`src/sv/sahf_pkg.sv`:
```
// sahf_pkg: shared types, codes and constants for the speech activity hangover block
// no dependencies

package sahf_pkg;

   localparam int unsigned FRAME_MS  = 10;
   localparam int unsigned TIME_W    = 16;
   localparam int unsigned CSR_IDX_W = 2;

   localparam logic [TIME_W-1:0] TIME_TOP = {TIME_W{1'b1}};

   localparam logic [1:0] MODE_INACTIVE = 2'd0;
   localparam logic [1:0] MODE_RISING   = 2'd1;
   localparam logic [1:0] MODE_ACTIVE   = 2'd2;
   localparam logic [1:0] MODE_FALLING  = 2'd3;

   localparam logic [1:0] EV_NONE       = 2'd0;
   localparam logic [1:0] EV_ACTIVITY   = 2'd1;
   localparam logic [1:0] EV_INACTIVITY = 2'd2;
   localparam logic [1:0] EV_NOINPUT    = 2'd3;

   localparam logic [CSR_IDX_W-1:0] CSR_SPEECH_TIME  = 2'd0;
   localparam logic [CSR_IDX_W-1:0] CSR_SILENCE_TIME = 2'd1;
   localparam logic [CSR_IDX_W-1:0] CSR_NOINPUT_TIME = 2'd2;

   localparam logic [TIME_W-1:0] SPEECH_TIME_RST  = 16'd200;
   localparam logic [TIME_W-1:0] SILENCE_TIME_RST = 16'd200;
   localparam logic [TIME_W-1:0] NOINPUT_TIME_RST = 16'd5000;

   typedef struct packed {
      logic [1:0]        mode;
      logic [TIME_W-1:0] elapsed_ms;
   } fsm_state_type;

   typedef struct packed {
      logic [TIME_W-1:0] speech_time_ms;
      logic [TIME_W-1:0] silence_time_ms;
      logic [TIME_W-1:0] noinput_time_ms;
   } thresholds_type;

   typedef struct packed {
      logic [1:0] event_res;
      logic [1:0] mode_now;
   } result_type;

endpackage

```
`src/sv/sahf_step.sv`:
```
// sahf_step: next-state and event logic for one frame beat
// depends on sahf_pkg

module sahf_step import sahf_pkg::*; (
   input  fsm_state_type  cur,
   input  thresholds_type thr,
   input  logic           kind,
   input  logic           frame_is_audio,
   input  logic           vad_voiced,
   output fsm_state_type  nxt,
   output result_type     res
);

   logic              voiced;
   logic [TIME_W:0]   sum;
   logic [TIME_W-1:0] added;
   logic [1:0]        ev;

   assign voiced = frame_is_audio & vad_voiced;
   assign sum    = {1'b0, cur.elapsed_ms} + (TIME_W+1)'(FRAME_MS);
   assign added  = sum[TIME_W] ? TIME_TOP : sum[TIME_W-1:0];

   always_comb begin
      nxt = cur;
      ev  = EV_NONE;
      if (kind) begin
         nxt.mode       = MODE_INACTIVE;
         nxt.elapsed_ms = '0;
      end else begin
         case (cur.mode)
            MODE_INACTIVE: begin
               if (voiced) begin
                  nxt.mode       = MODE_RISING;
                  nxt.elapsed_ms = '0;
               end else begin
                  nxt.elapsed_ms = added;
                  if (added >= thr.noinput_time_ms) ev = EV_NOINPUT;
               end
            end
            MODE_RISING: begin
               if (voiced) begin
                  nxt.elapsed_ms = added;
                  if (added >= thr.speech_time_ms) begin
                     ev             = EV_ACTIVITY;
                     nxt.mode       = MODE_ACTIVE;
                     nxt.elapsed_ms = '0;
                  end
               end else begin
                  nxt.mode       = MODE_INACTIVE;
                  nxt.elapsed_ms = '0;
               end
            end
            MODE_ACTIVE: begin
               if (voiced) begin
                  nxt.elapsed_ms = added;
               end else begin
                  nxt.mode       = MODE_FALLING;
                  nxt.elapsed_ms = '0;
               end
            end
            MODE_FALLING: begin
               if (voiced) begin
                  nxt.mode       = MODE_ACTIVE;
                  nxt.elapsed_ms = '0;
               end else begin
                  nxt.elapsed_ms = added;
                  if (added >= thr.silence_time_ms) begin
                     ev             = EV_INACTIVITY;
                     nxt.mode       = MODE_INACTIVE;
                     nxt.elapsed_ms = '0;
                  end
               end
            end
            default: begin
               nxt = cur;
            end
         endcase
      end
      res.event_res = ev;
      res.mode_now  = nxt.mode;
   end

endmodule

```
`src/sv/speech_activity_hangover_fsm_core.sv`:
```
// speech_activity_hangover_fsm_core: top level, state and threshold registers, result register
// depends on sahf_pkg and sahf_step
//
//   channel | direction | handshake         | payload
//   req     | in        | req_valid/stall   | kind, frame_is_audio, vad_voiced
//   rsp     | out       | rsp_valid/stall   | event_res, mode_now
//   csr     | in        | csr_wr_en         | csr_index, csr_wr_data
//
// one beat per cycle while req_stall is low; a result appears in the cycle after its request beat
// throughput is set by the single result register: req_stall is high only
// while that register is full and rsp_stall holds it
// reset (synchronous) clears the state and the result valid, and reloads the default thresholds

module speech_activity_hangover_fsm_core import sahf_pkg::*; (
   input  logic                 clock,
   input  logic                 reset,
   input  logic                 req_valid,
   output logic                 req_stall,
   input  logic                 req_kind,
   input  logic                 req_frame_is_audio,
   input  logic                 req_vad_voiced,
   output logic                 rsp_valid,
   input  logic                 rsp_stall,
   output logic [1:0]           rsp_event_res,
   output logic [1:0]           rsp_mode_now,
   input  logic                 csr_wr_en,
   input  logic [CSR_IDX_W-1:0] csr_index,
   input  logic [TIME_W-1:0]    csr_wr_data
);

   fsm_state_type  state_ff, state_in;
   thresholds_type thr_ff, thr_in;
   result_type     res_ff, res_in;
   logic           rsp_valid_ff, rsp_valid_in;
   logic           req_take;

   assign req_stall = rsp_valid_ff & rsp_stall;
   assign req_take  = req_valid & ~req_stall;

   sahf_step u_step (
      .cur            (state_ff),
      .thr            (thr_ff),
      .kind           (req_kind),
      .frame_is_audio (req_frame_is_audio),
      .vad_voiced     (req_vad_voiced),
      .nxt            (state_in),
      .res            (res_in)
   );

   always_comb begin
      thr_in = thr_ff;
      if (csr_wr_en) begin
         case (csr_index)
            CSR_SPEECH_TIME:  thr_in.speech_time_ms  = csr_wr_data;
            CSR_SILENCE_TIME: thr_in.silence_time_ms = csr_wr_data;
            CSR_NOINPUT_TIME: thr_in.noinput_time_ms = csr_wr_data;
            default:          thr_in = thr_ff;
         endcase
      end
   end

   assign rsp_valid_in = req_take | (rsp_valid_ff & rsp_stall);

   always_ff @(posedge clock) begin
      if (reset) begin
         state_ff.mode       <= MODE_INACTIVE;
         state_ff.elapsed_ms <= '0;
         thr_ff.speech_time_ms  <= SPEECH_TIME_RST;
         thr_ff.silence_time_ms <= SILENCE_TIME_RST;
         thr_ff.noinput_time_ms <= NOINPUT_TIME_RST;
         rsp_valid_ff <= 1'b0;
      end else begin
         thr_ff       <= thr_in;
         rsp_valid_ff <= rsp_valid_in;
         if (req_take) state_ff <= state_in;
      end
   end

   always_ff @(posedge clock) begin
      if (req_take) res_ff <= res_in;
   end

   assign rsp_valid     = rsp_valid_ff;
   assign rsp_event_res = res_ff.event_res;
   assign rsp_mode_now  = res_ff.mode_now;

`ifndef SYNTH
   a_beat_gives_result: assert property (@(posedge clock) disable iff (reset)
      req_valid && !req_stall |=> rsp_valid)
      else $error("accepted request beat produced no result");

   a_restart_clears: assert property (@(posedge clock) disable iff (reset)
      req_valid && !req_stall && req_kind |=>
         rsp_mode_now == MODE_INACTIVE && rsp_event_res == EV_NONE
         && state_ff.elapsed_ms == '0)
      else $error("restart beat did not return to inactive");

   a_activity_mode: assert property (@(posedge clock) disable iff (reset)
      rsp_valid && rsp_event_res == EV_ACTIVITY |-> rsp_mode_now == MODE_ACTIVE)
      else $error("activity event without active mode");

   a_event_clears_time: assert property (@(posedge clock) disable iff (reset)
      rsp_valid && (rsp_event_res == EV_ACTIVITY || rsp_event_res == EV_INACTIVITY)
         && $past(req_valid && !req_stall) |-> state_ff.elapsed_ms == '0)
      else $error("state change event left elapsed time nonzero");
`endif

endmodule
```
`config.mk`:
```
export PLATFORM = sky130hd
export DESIGN_NAME = speech_activity_hangover_fsm_core
export DESIGN_NICKNAME = d
export VERILOG_FILES = /design/src/sv/sahf_pkg.sv /design/src/sv/sahf_step.sv /design/src/sv/speech_activity_hangover_fsm_core.sv
export SDC_FILE = /design/constraint.sdc
export NUM_CORES = 1
export LEC_CHECK = 0
export ABC_AREA = 1
export BUFFER_PORTS_ARGS = -buffer_cell sky130_fd_sc_hd__buf_2
export CAP_MARGIN = 10
export CORE_ASPECT_RATIO = 1.2
export CORE_MARGIN = 10
export CORE_UTILIZATION = 50
export CTS_CLUSTER_SIZE = 25
export DETAILED_ROUTE_END_ITERATION = 16
export GPL_TIMING_DRIVEN = 0
export PLACE_DENSITY = 0.76
export SYNTH_ARGS = -nofsm -noshare
export SYNTH_HDL_FRONTEND = slang
export SYNTH_SLANG_ARGS = --single-unit
```
`constraint.sdc`:
```
create_clock -name clock -period 6.5 [get_ports clock]
set_input_delay 1.3 -clock clock [delete_from_list [all_inputs] [get_ports clock]]
set_output_delay 1.3 -clock clock [all_outputs]
set_load 0.01 [all_outputs]
```
### Yosys cells after proc, flatten, opt, wreduce, memory -nomap -nowiden

Index checks and enable logic that the tools add are counted.

| cells by class | value |
|---|---|
| magnitude comparators | 3 |
| mux-type cells | 18 |
| bitwise gates (word level) | 5 |
| reduce and logical (&&, ||, !) cells | 5 |
| $add $sub $neg | 1 |
| equal/unequal tests | 5 |

Operators with widths:

| kind | count |
|---|---|
| 18-bit 2-to-1 mux | 5 |
| 18-bit case mux with 4 select lines | 1 |
| 16-bit >= comparator | 3 |
| 16-bit 2-to-1 mux | 3 |
| 16-bit by 4-bit adder with 17-bit output, second input constant | 1 |
| 2-bit 2-to-1 mux | 7 |
| 2-bit equality test, second input constant | 3 |
| 2-bit case mux with 3 select lines | 1 |
| 2-bit AND reduction | 3 |
| 2-bit by 1-bit equality test with 1-bit output, second input constant | 2 |
| 2-bit zero test | 2 |
| 1-bit bitwise AND | 3 |
| 1-bit 2-to-1 mux | 1 |
| 1-bit NOT | 1 |
| 1-bit OR | 1 |

| storage, ports and cells | value |
|---|---|
| word-level logic and storage cells | 45 |
| output and inout bits | 6 |
| flip-flop bits (word level) | 71 |
| input bits | 26 |

### Depth between registers and ports, before layout

Gate-level depths: netlist (run 1).

| depth | value |
|---|---|
| depth in word-level cells | 7 |
| gate-level depth with buffers | 22 |
| mapped depth without buffers | 21 |

### By module

Synthesis (run 1) repeated with hierarchy kept, for this count alone.

| second synthesis, totals | value |
|---|---|
| cell total of the unflattened synthesis | 758 |
| area total of the unflattened synthesis | 4967.3 um^2 |

Modules (own cells, without submodules):

| module | sequential area each (um^2) | cells each | instances | area an instance (um^2) |
|---|---|---|---|---|
| speech_activity_hangover_fsm_core | 1461.4 | 402 | 1 | 2917.8 |
| sahf_step | 0.0 | 356 | 1 | 2049.5 |

### Least setup slack after synthesis (run 1)

No wires, ideal clock.

| timing | value |
|---|---|
| path kind | input port to output port |
| start point | input rsp_stall |
| end point | output req_stall |
| slack | 3751 ps |
| arrival time | 1449 ps |
| data required time | 5200 ps |
| stages on the path | 2 |
| cell sequence | nand2_1 inv_2 |

| on the way | value |
|---|---|
| cells in the longest elaborated chain, start to end | 1 |

RTL lines:

| what | RTL line | RTL |
|---|---|---|
| start: declaration | speech_activity_hangover_fsm_core.sv:23 | `input logic rsp_stall,` |
| 1-bit bitwise AND | speech_activity_hangover_fsm_core.sv:37 | `assign req_stall = rsp_valid_ff & rsp_stall;` |
| end: declaration | speech_activity_hangover_fsm_core.sv:18 | `output logic req_stall,` |

No other way between the ends.

### Worst setup path in the final report (run 1)

| timing | value |
|---|---|
| start point | register state_ff[1] (netlist bit) |
| end point | register state_ff[5] (netlist bit) |

| on the way | value |
|---|---|
| cells in the longest elaborated chain, start to end | 7 |
| elaborated cells on any way between the ends | 12 |

RTL lines:

| what | RTL line | RTL |
|---|---|---|
| start: declaration | speech_activity_hangover_fsm_core.sv:31 | `fsm_state_type state_ff, state_in;` |
| start signal: assignment | speech_activity_hangover_fsm_core.sv:75 | `if (req_take) state_ff <= state_in;` |
| 16-bit by 4-bit adder with 17-bit output * | sahf_step.sv:20 | `assign sum = {1'b0, cur.elapsed_ms} + (TIME_W+1)'(FRAME_MS);` |
| 16-bit 2-to-1 mux * | sahf_step.sv:21 | `assign added = sum[TIME_W] ? TIME_TOP : sum[TIME_W-1:0];` |
| 16-bit >= comparator, on equally long branches | sahf_step.sv:67, sahf_step.sv:43 |  |
| 18-bit 2-to-1 mux, on equally long branches | sahf_step.sv:67, sahf_step.sv:43 |  |
| 18-bit 2-to-1 mux, on equally long branches | sahf_step.sv:62, sahf_step.sv:41 |  |
| 18-bit case mux with 4 select lines * | sahf_step.sv:30 | `case (cur.mode)` |
| 18-bit 2-to-1 mux * | sahf_step.sv:26 | `if (kind) begin` |

Mark *: on every way between the ends. The rest lies on a longest branch, timed or not.
A chain may end at the register's enable or synchronous reset.

==> run summary, run 1 <==
For the total negative slack for setup checks, the log shows 0 ps. In the synthesized netlist the dominant register cell turns out to be sky130_fd_sc_hd__dfxtp_1. At the later pin of the worst-skew pair, clock insertion delay measures 360 ps. The total of hold buffers inserted after clock tree synthesis was 0; the final routed wire length divided by cell count was 14.31 um.

The via count of the first global-routing pass was 3945. For the pin with the worst max-slew slack, the measured transition is 593.3 ps. For the core outline area, the log shows 0.008472 mm2. The power per cell area is 201.3 mW/mm2. The analysis attributes to cell leakage a power of 2.292 nW.

The repair_antennas step left the layout with diodes totalling 0. The horizontal extent of the die is 104.7 um, and the final weighted congestion of routability-driven global placement is 0.9039. The top cell type by area accounts for 31.14% of the synthesized area.

The number of antenna violations at the first check in global routing is 0. The endpoint identified for the worst register-to-register timing path is state_ff[5]. Sequential cells account for 48.0% of the total power.

Net switching is 28.64% of the power. Using the TritonRoute via totals, the vias-per-cell ratio works out to 5.226. Total setup buffers inserted after CTS: 0. The logs give 10.98 mm for the wire length after detailed routing and 0.0002773 W for the switching power. Clock tree synthesis found a total of 71 sinks. 32 I/O pins were placed. Global route total overflow: 0.

By area the synthesized netlist is led by sky130_fd_sc_hd__dfxtp_1 31%, sky130_fd_sc_hd__ha_1 14%, sky130_fd_sc_hd__nand2_1 11%. The number of nets in the layout was 720. The design draws 0.0009682 W. By area, the combinational part of the netlist is dominated by simple AND/OR/NAND/NOR gates.

STA puts the critical path data arrival time at 3630 ps. At the worst endpoint, the required time is 6780 ps. The arithmetic-cell share of the synthesized area counting full adders, half adders and majority gates came out at 14.24%.

Internal power comes to 0.0006909 W. The total of cells resized after clock tree synthesis was 0. The worst setup path is launched from a register.

Placed cell area: 0.004603 mm2. The largest delay contributor family on the critical path was simple AND/OR/NAND/NOR gates. The clock network burns 38.4% of the power. Max-cap violations in this run came to 0. The synthesis-to-finish area growth is 11.68%. The startpoint identified for the worst register-to-register timing path is state_ff[1]. The clock-pin slew of the registers on the worst-case setup and hold paths was 80 ps.

The path class of the tightest hold or removal check is register to register. The combinational group share of total power was 13.6%; the number of violations reported at the end of detailed-routing iteration 0 was 178. The synthesized netlist devotes 18.13% of its cell area to compound gates. The worst path in the final design needs a cycle of 3356 ps, including I/O delays and setup.

The utilization after layout is 56.77%. The parity-gate share of the synthesized area counting xor and xnor cells works out to 1.220%. The number of clock buffers added by TritonCTS is 9. The number of standard-cell rows in the floorplan is 37, and the worst-case headroom to the max-slew limit is 60.23%.

The final worst clock skew is 10.75 ps. Worst slack on hold paths: 463.8 ps. The proportion of register bits with asynchronous set or reset after synthesis is 0%. The flow ran to the end, and the final reports show no timing, DRC or antenna violations.

The run gives 18.04 mm as the global-route wire length before repair. The critical path's slowest cell was sky130_fd_sc_hd__dfxtp_1. The critical path endpoint category is a register. The number of instances in the synthesized netlist is 604. The share of layout cells above drive strength 1 was 12.00%; the global routing usage summed across all routing layers was 17.14%. Of the post-synthesis cell area, the part taken by muxes is 0%. The worst-case clock buffer depth is 2. Once the floorplan was initialized, standard cells occupied 50.83% of the core. Summing all non-filler instances in the final layout gives an area of 0.004810 mm2.

The start point of the worst min-delay path was thr_ff[46]. Entering global routing, the biggest net connects 14 pins. The die boundary height is 121.7 um, and the post-route clock period utilization is 51.63%.

The number of flops mapped to enable cells by yosys was 4; the worst path buffer plus inverter count was 3. The CTS H-tree depth was 3; the number of port buffers was 30. Average instance area after synthesis: 7.130 um2. By instance count, the cell type seen most on the critical path is sky130_fd_sc_hd__nand2_1. Yosys printed 0 warnings. TritonCTS built the clock tree. For the count of pins over their slew limit, the log shows 0. The path type of the worst setup path is register to register.

The number of endpoints failing setup at the final stage was 0; the hold violation total from the final report was 0. Setup repair after global routing left no endpoint under its margin. The run gives 0 as the count of nets left with antenna violations after detail routing.

The first TritonRoute pass finished after 5 iterations. The worst min-delay path endpoint was thr_ff[46]. In the routed design, unresolved DRC markers number 0. The number of nets in the synthesized netlist is 679.

Clock tree root driver cell: sky130_fd_sc_hd__clkbuf_8. Derived from the worst setup path, the maximum achievable clock frequency is 298.0 MHz. For flop-to-flop paths, the worst setup slack is 3140 ps. Die area: 0.01274 mm2. The leading cell type in the layout, fill and taps excluded is sky130_fd_sc_hd__nand2_1.

Counting flops and latches in the post-synthesis netlist gives 71. The cell taking the most area after synthesis is sky130_fd_sc_hd__dfxtp_1. The worst hold path passes through 2 cells. The signal on the critical path passes through ha_1 > o21ai_2 > nor2_4 > nand3_2 > xor2_1 > nor2_1 > inv_1 > ha_1 > nand2_1 > inv_1 > o21bai_1 > nand2_1 > a21oi_1 > nand3_1 > nand2_1 > nand2_1 > nand2_2 > buf_4 > nand2_1 > a21oi_1.

The number of different library cells used by synthesis comes to 34. The sequential share of the synthesized area was 33.93%; the half-perimeter wire length after placement was 8.470 mm. For this run, the slowest stage of the critical path takes 410 ps. The mapped netlist covers 0.004307 mm2. The maximum net fanout on the critical path works out to 10. In the layout the commonest cells are 129 x sky130_fd_sc_hd__nand2_1, 94 x sky130_fd_sc_hd__inv_1, 77 x sky130_fd_sc_hd__a21oi_1. Counting cells, the worst reg-to-reg path comes to 20. Summing the areas of all and, or, nand and nor instances in the mapped netlist gives 22.02% of the synthesized area. For this block, the via count after detailed routing is 4008. Maximum vdd drop: 0.1432 mV.
power by group through the flow:
stage                     registers, W   logic, W  clock network, W
final                         0.000464   0.000132          0.000372
after global routing          0.000466   0.000150          0.000389
after CTS                     0.000464   0.000131          0.000372
after detailed placement      0.000475   0.000130                 0
after global placement        0.000474   0.000124                 0
after floorplan               0.000474  0.0000872                 0
tightest hold or removal path, cell delays in order, from the launching register on:
cell and delay, ps:
sky130_fd_sc_hd__dfxtp_1 300, sky130_fd_sc_hd__inv_1 60, sky130_fd_sc_hd__a21oi_1 60
worst max path at each step:
stage          cells past startpoint         from  slack (ps)            to
4_1_cts                           20  state_ff[1]        3180   state_ff[5]
3_5_place_dp                      20  state_ff[1]        3220   state_ff[5]
6_report                          20  state_ff[1]        3140   state_ff[5]
2_1_floorplan                      2    rsp_stall        3750     req_stall
3_3_place_gp                      18  state_ff[1]        3310  state_ff[14]
5_1_grt                           21  state_ff[1]        2750   state_ff[5]
cell usage after synthesis, types with 3 or more instances:
library cell / number
sky130_fd_sc_hd__a21oi_2: 5
sky130_fd_sc_hd__a21oi_1: 77
sky130_fd_sc_hd__nand2_2: 4
sky130_fd_sc_hd__nor3_1: 6
sky130_fd_sc_hd__xor2_1: 5
sky130_fd_sc_hd__inv_1: 94
sky130_fd_sc_hd__o211ai_1: 12
sky130_fd_sc_hd__nor2_1: 42
sky130_fd_sc_hd__ha_1: 49
sky130_fd_sc_hd__nand3_1: 17
sky130_fd_sc_hd__dfxtp_1: 67
sky130_fd_sc_hd__nand2_1: 129
sky130_fd_sc_hd__edfxtp_1: 4
sky130_fd_sc_hd__o21ai_0: 45
sky130_fd_sc_hd__nand3_2: 6
sky130_fd_sc_hd__inv_2: 4
sky130_fd_sc_hd__nor2_2: 3
sky130_fd_sc_hd__clkbuf_1: 15
metrics by stage:
| stage | cells | setup WS, ps |
|---|---|---|
| floorplan | 604 | 3751 |
| global placement | 751 | 3311 |
| detailed placement | 751 | 3222 |
| CTS | 767 | 3181 |
| global route | 767 | 2754 |
| finish | 767 | 3144 |
area by class of cell:
type	count	area (um2)
Fill cell	812	3662
Multi-Input combinational cell	415	2395
Sequential cell	71	1461
Inverter	101	381.6
Timing Repair Buffer	30	150.1
Tap cell	117	146.4
Clock buffer	10	137.6
Clock inverter	6	68.82
Buffer	17	68.82
state kept, by name, indices dropped and copies added, names as in the netlist:
name	flops
rsp_mode_now	2
rsp_valid	1
thr_ff	48
state_ff	18
rsp_event_res	2
layer usage:
layer  part of all wire [%]  GRT usage (%)  wire length [um]  vias up
met5                      0              0                 0        -
met4                    2.8          7.045               310        0
met3                    4.0          2.694               440       25
met2                     51          31.43              5631       88
met1                     42          19.41              4595     1853
li1                       -              -                 -     2042
logic make-up (layout without fill, tap and decap cells):
| group | count (synthesis) | after routing |
|---|---|---|
| DFF | 71 | 71 |
| xor gates and xnor gates | 6 | 6 |
| adders and majority gates | 49 | 49 |
| and+or+nand+nor | 216 | 216 |
| buffers and inverters | 118 | 164 |
| AOI/OAI and AO/OA | 144 | 144 |
Note: power is estimated with default switching activity, not from simulation.
==> inputs of run 2 (changes only) <==
clock period = 3.2 ns   (was 6.5 ns; I/O delays follow)
==> run summary, run 2 (synthesis results as in run 1) <==
The logs give 0.9039 for the final weighted congestion of routability-driven global placement and 724 for the number of nets in the layout. Detailed placement ended at an HPWL of 8.470 mm. The logs give 0.2924 mV for the maximum vdd drop and 2 for the worst-case clock buffer depth.

The worst pin sits at a relative slew slack of 60.33%. TritonCTS created 9 clock buffers. Derived from the worst setup path, the maximum achievable clock frequency is 330.9 MHz. Clock tree synthesis selected as its root buffer the cell sky130_fd_sc_hd__clkbuf_8.

The horizontal extent of the die works out to 104.7 um. The start point of the worst min-delay path is thr_ff[46]. The count of pins over their slew limit came out at 0. STA classifies the critical path startpoint as a register. Before CTS, the worst setup slack after placement is -78.24 ps. The total leakage power is 2.327 nW. The number of violations reported at the end of detailed-routing iteration 0 is 218, and the global routing usage summed across all routing layers is 17.14%.

The first global-routing pass estimated 18.06 mm of wire. In this run the worst hold path is classified as register to register. The floorplan has 37 rows.

The number of placed I/O pins came out at 32. The critical path required time was 3470 ps; the placed cell area was 0.004603 mm2. The run gives 11.10 ps as the final worst clock skew.

Wire length after detailed routing: 11.37 mm. Ranked by flip-flop count, first place goes to thr_ff. For the post-layout instance count excluding filler cells, the log shows 771. The clock net in this run drives a total of 71 sinks. The register with the most flip-flops in the layout has 48 of them.

The clock tree synthesis step divided the H-tree into 3 levels. The run finished with clean final reports. The largest registers in the layout are thr_ff x48, state_ff x18. The post-route clock period utilization is 94.45%, and the starting utilization of the core area is 50.83%. The source of the critical timing path is state_ff[11]. The number of port buffers was 30.

0 antenna diodes ended up in the layout. The routed layout has 4086 vias. TritonCTS built the clock tree. In the routed layout, each cell is associated on average with a via count of 5.300. The clock-pin slew of the registers on the worst-case setup and hold paths is 80 ps, and the worst path setup slack after routing is 177.5 ps. In the final routed layout, each cell accounts on average for 14.75 um. The design draws 0.001982 W.

In this run the power density over the cells is 400.4 mW/mm2. For the finished layout, the period the worst path requires is 3022 ps. The critical path endpoint category was a register.

The library cell used most frequently in the layout, excluding fill and tap cells, is sky130_fd_sc_hd__nand2_1. For this run, design rule violations remaining after detail routing come to 0. STA puts the critical path data arrival time at 3300 ps. The worst register-to-register path begins at state_ff[11]. The hold violation total from the final report was 0; the share of layout cells above drive strength 1 was 15.44%. The die covers 0.01274 mm2. The tool flagged a number of max-cap violations equal to 0.

The tools report the via count of the first global-routing pass as 3962. Leaving out fill and tap cells, the most frequent cells in the layout are 128 x sky130_fd_sc_hd__nand2_1, 93 x sky130_fd_sc_hd__inv_1, 75 x sky130_fd_sc_hd__a21oi_1. The die boundary height was 121.7 um. Setup violations remaining at the end of the flow were counted as 0. The number of detailed-route iterations in the first pass was 6; the global route total overflow was 0. Path type of the worst setup path: register to register. For the worst-skew pair, the clock arrives at the later sink with an insertion delay of 360 ps. The count of nets left with antenna violations once routing finished came out at 0. Number of antenna violations at the first check in global routing: 0. The area of all placed cells without fillers is 0.004949 mm2. The largest net degree at the start of global routing is 14.

For the pin with the worst max-slew slack, the measured transition is 591.8 ps. The floorplan step defined a core boundary enclosing 0.008472 mm2. The number of cells after detailed placement is 751, and the maximum net fanout on the critical path is 10. From synthesis to final layout, the design area changed by 14.90%.
run 2: cell types whose count changed in the layout (fill, tap and decap cells not counted), moves of 2 or more:
cell / delta
sky130_fd_sc_hd__dfxtp_1: -7
sky130_fd_sc_hd__dfxtp_2: +5
sky130_fd_sc_hd__nor2_1: -4
sky130_fd_sc_hd__buf_4: +3
sky130_fd_sc_hd__nor2_4: +3
sky130_fd_sc_hd__a21oi_1: -2
sky130_fd_sc_hd__a21oi_2: +2
sky130_fd_sc_hd__dfxtp_4: +2
sky130_fd_sc_hd__nand3_4: +2
sky130_fd_sc_hd__o21ai_0: -2
sky130_fd_sc_hd__o21ai_1: +2
run 2: path summary, 6_finish.rpt:
| check | end | slack [ps] | cells past startpoint |
|---|---|---|---|
| worst max register to register | state_ff[6] | 180 | 18 |
| worst min register to register | thr_ff[46] | 460 | 2 |
| worst max-delay path | state_ff[6] | 180 | 18 |
| worst min-delay path | thr_ff[46] | 460 | 2 |
run 2: area by class of cell:
cell class | count | area, um2
plain buffers | 17 | 72.57
clock buffers | 10 | 137.6
clock inverters | 6 | 68.82
fillers | 781 | 3523
inverters | 101 | 381.6
multi-input cells | 415 | 2486
flip-flops and latches | 71 | 1475
well taps | 117 | 146.4
repair buffers | 34 | 180.2
run 2: what timing repair did:
action                     4_1_cts  5_1_grt
pin swaps                        0        5
hold buffers                     0        0
resized for setup                3       29
setup buffers                    0        4
setup endpoints to repair       10       20
run 2: layer usage:
| metal | part of all wire, % | vias to the layer above | global-route usage, % |
|---|---|---|---|
| met5 | 0 | - | 0 |
| met4 | 2.7 | 0 | 7.045 |
| met3 | 4.0 | 29 | 3.011 |
| met2 | 51 | 111 | 31.54 |
| met1 | 42 | 1898 | 19.13 |
| li1 | - | 2048 | - |
run 2: critical path: stages, from the launching register on:
cell and delay, ps:
sky130_fd_sc_hd__dfxtp_1 420, sky130_fd_sc_hd__nand2_1 150, sky130_fd_sc_hd__nor3_1 210, sky130_fd_sc_hd__nand3_1 160, sky130_fd_sc_hd__or2_2 310, sky130_fd_sc_hd__nand3_2 110
sky130_fd_sc_hd__ha_1 240, sky130_fd_sc_hd__nand2_1 80, sky130_fd_sc_hd__inv_1 40, sky130_fd_sc_hd__nand3_1 130, sky130_fd_sc_hd__a21oi_1 90, sky130_fd_sc_hd__nor2_2 230
sky130_fd_sc_hd__nand4_1 150, sky130_fd_sc_hd__nand2_1 100, sky130_fd_sc_hd__inv_1 70, sky130_fd_sc_hd__nand2_4 110, sky130_fd_sc_hd__buf_6 150, sky130_fd_sc_hd__nand2_1 70
sky130_fd_sc_hd__a21oi_1 120
run 2: stage by stage:
stage               util (%)  hold WS, ps  setup TNS [ps]
floorplan                  -        435.3               0
global placement       54.33        444.6               0
detailed placement     54.33        455.7          -610.5
CTS                    56.89        466.3               0
global route           58.41        486.4          -174.4
finish                 58.41        463.7               0
run 2: power by group:
| part | leakage [nW] | switching (W) | internal [W] |
|---|---|---|---|
| logic | 1.64 | 0.000185 | 0.0000964 |
| registers | 0.592 | 0.0000143 | 0.000929 |
| clock network | 0.0912 | 0.000374 | 0.000384 |
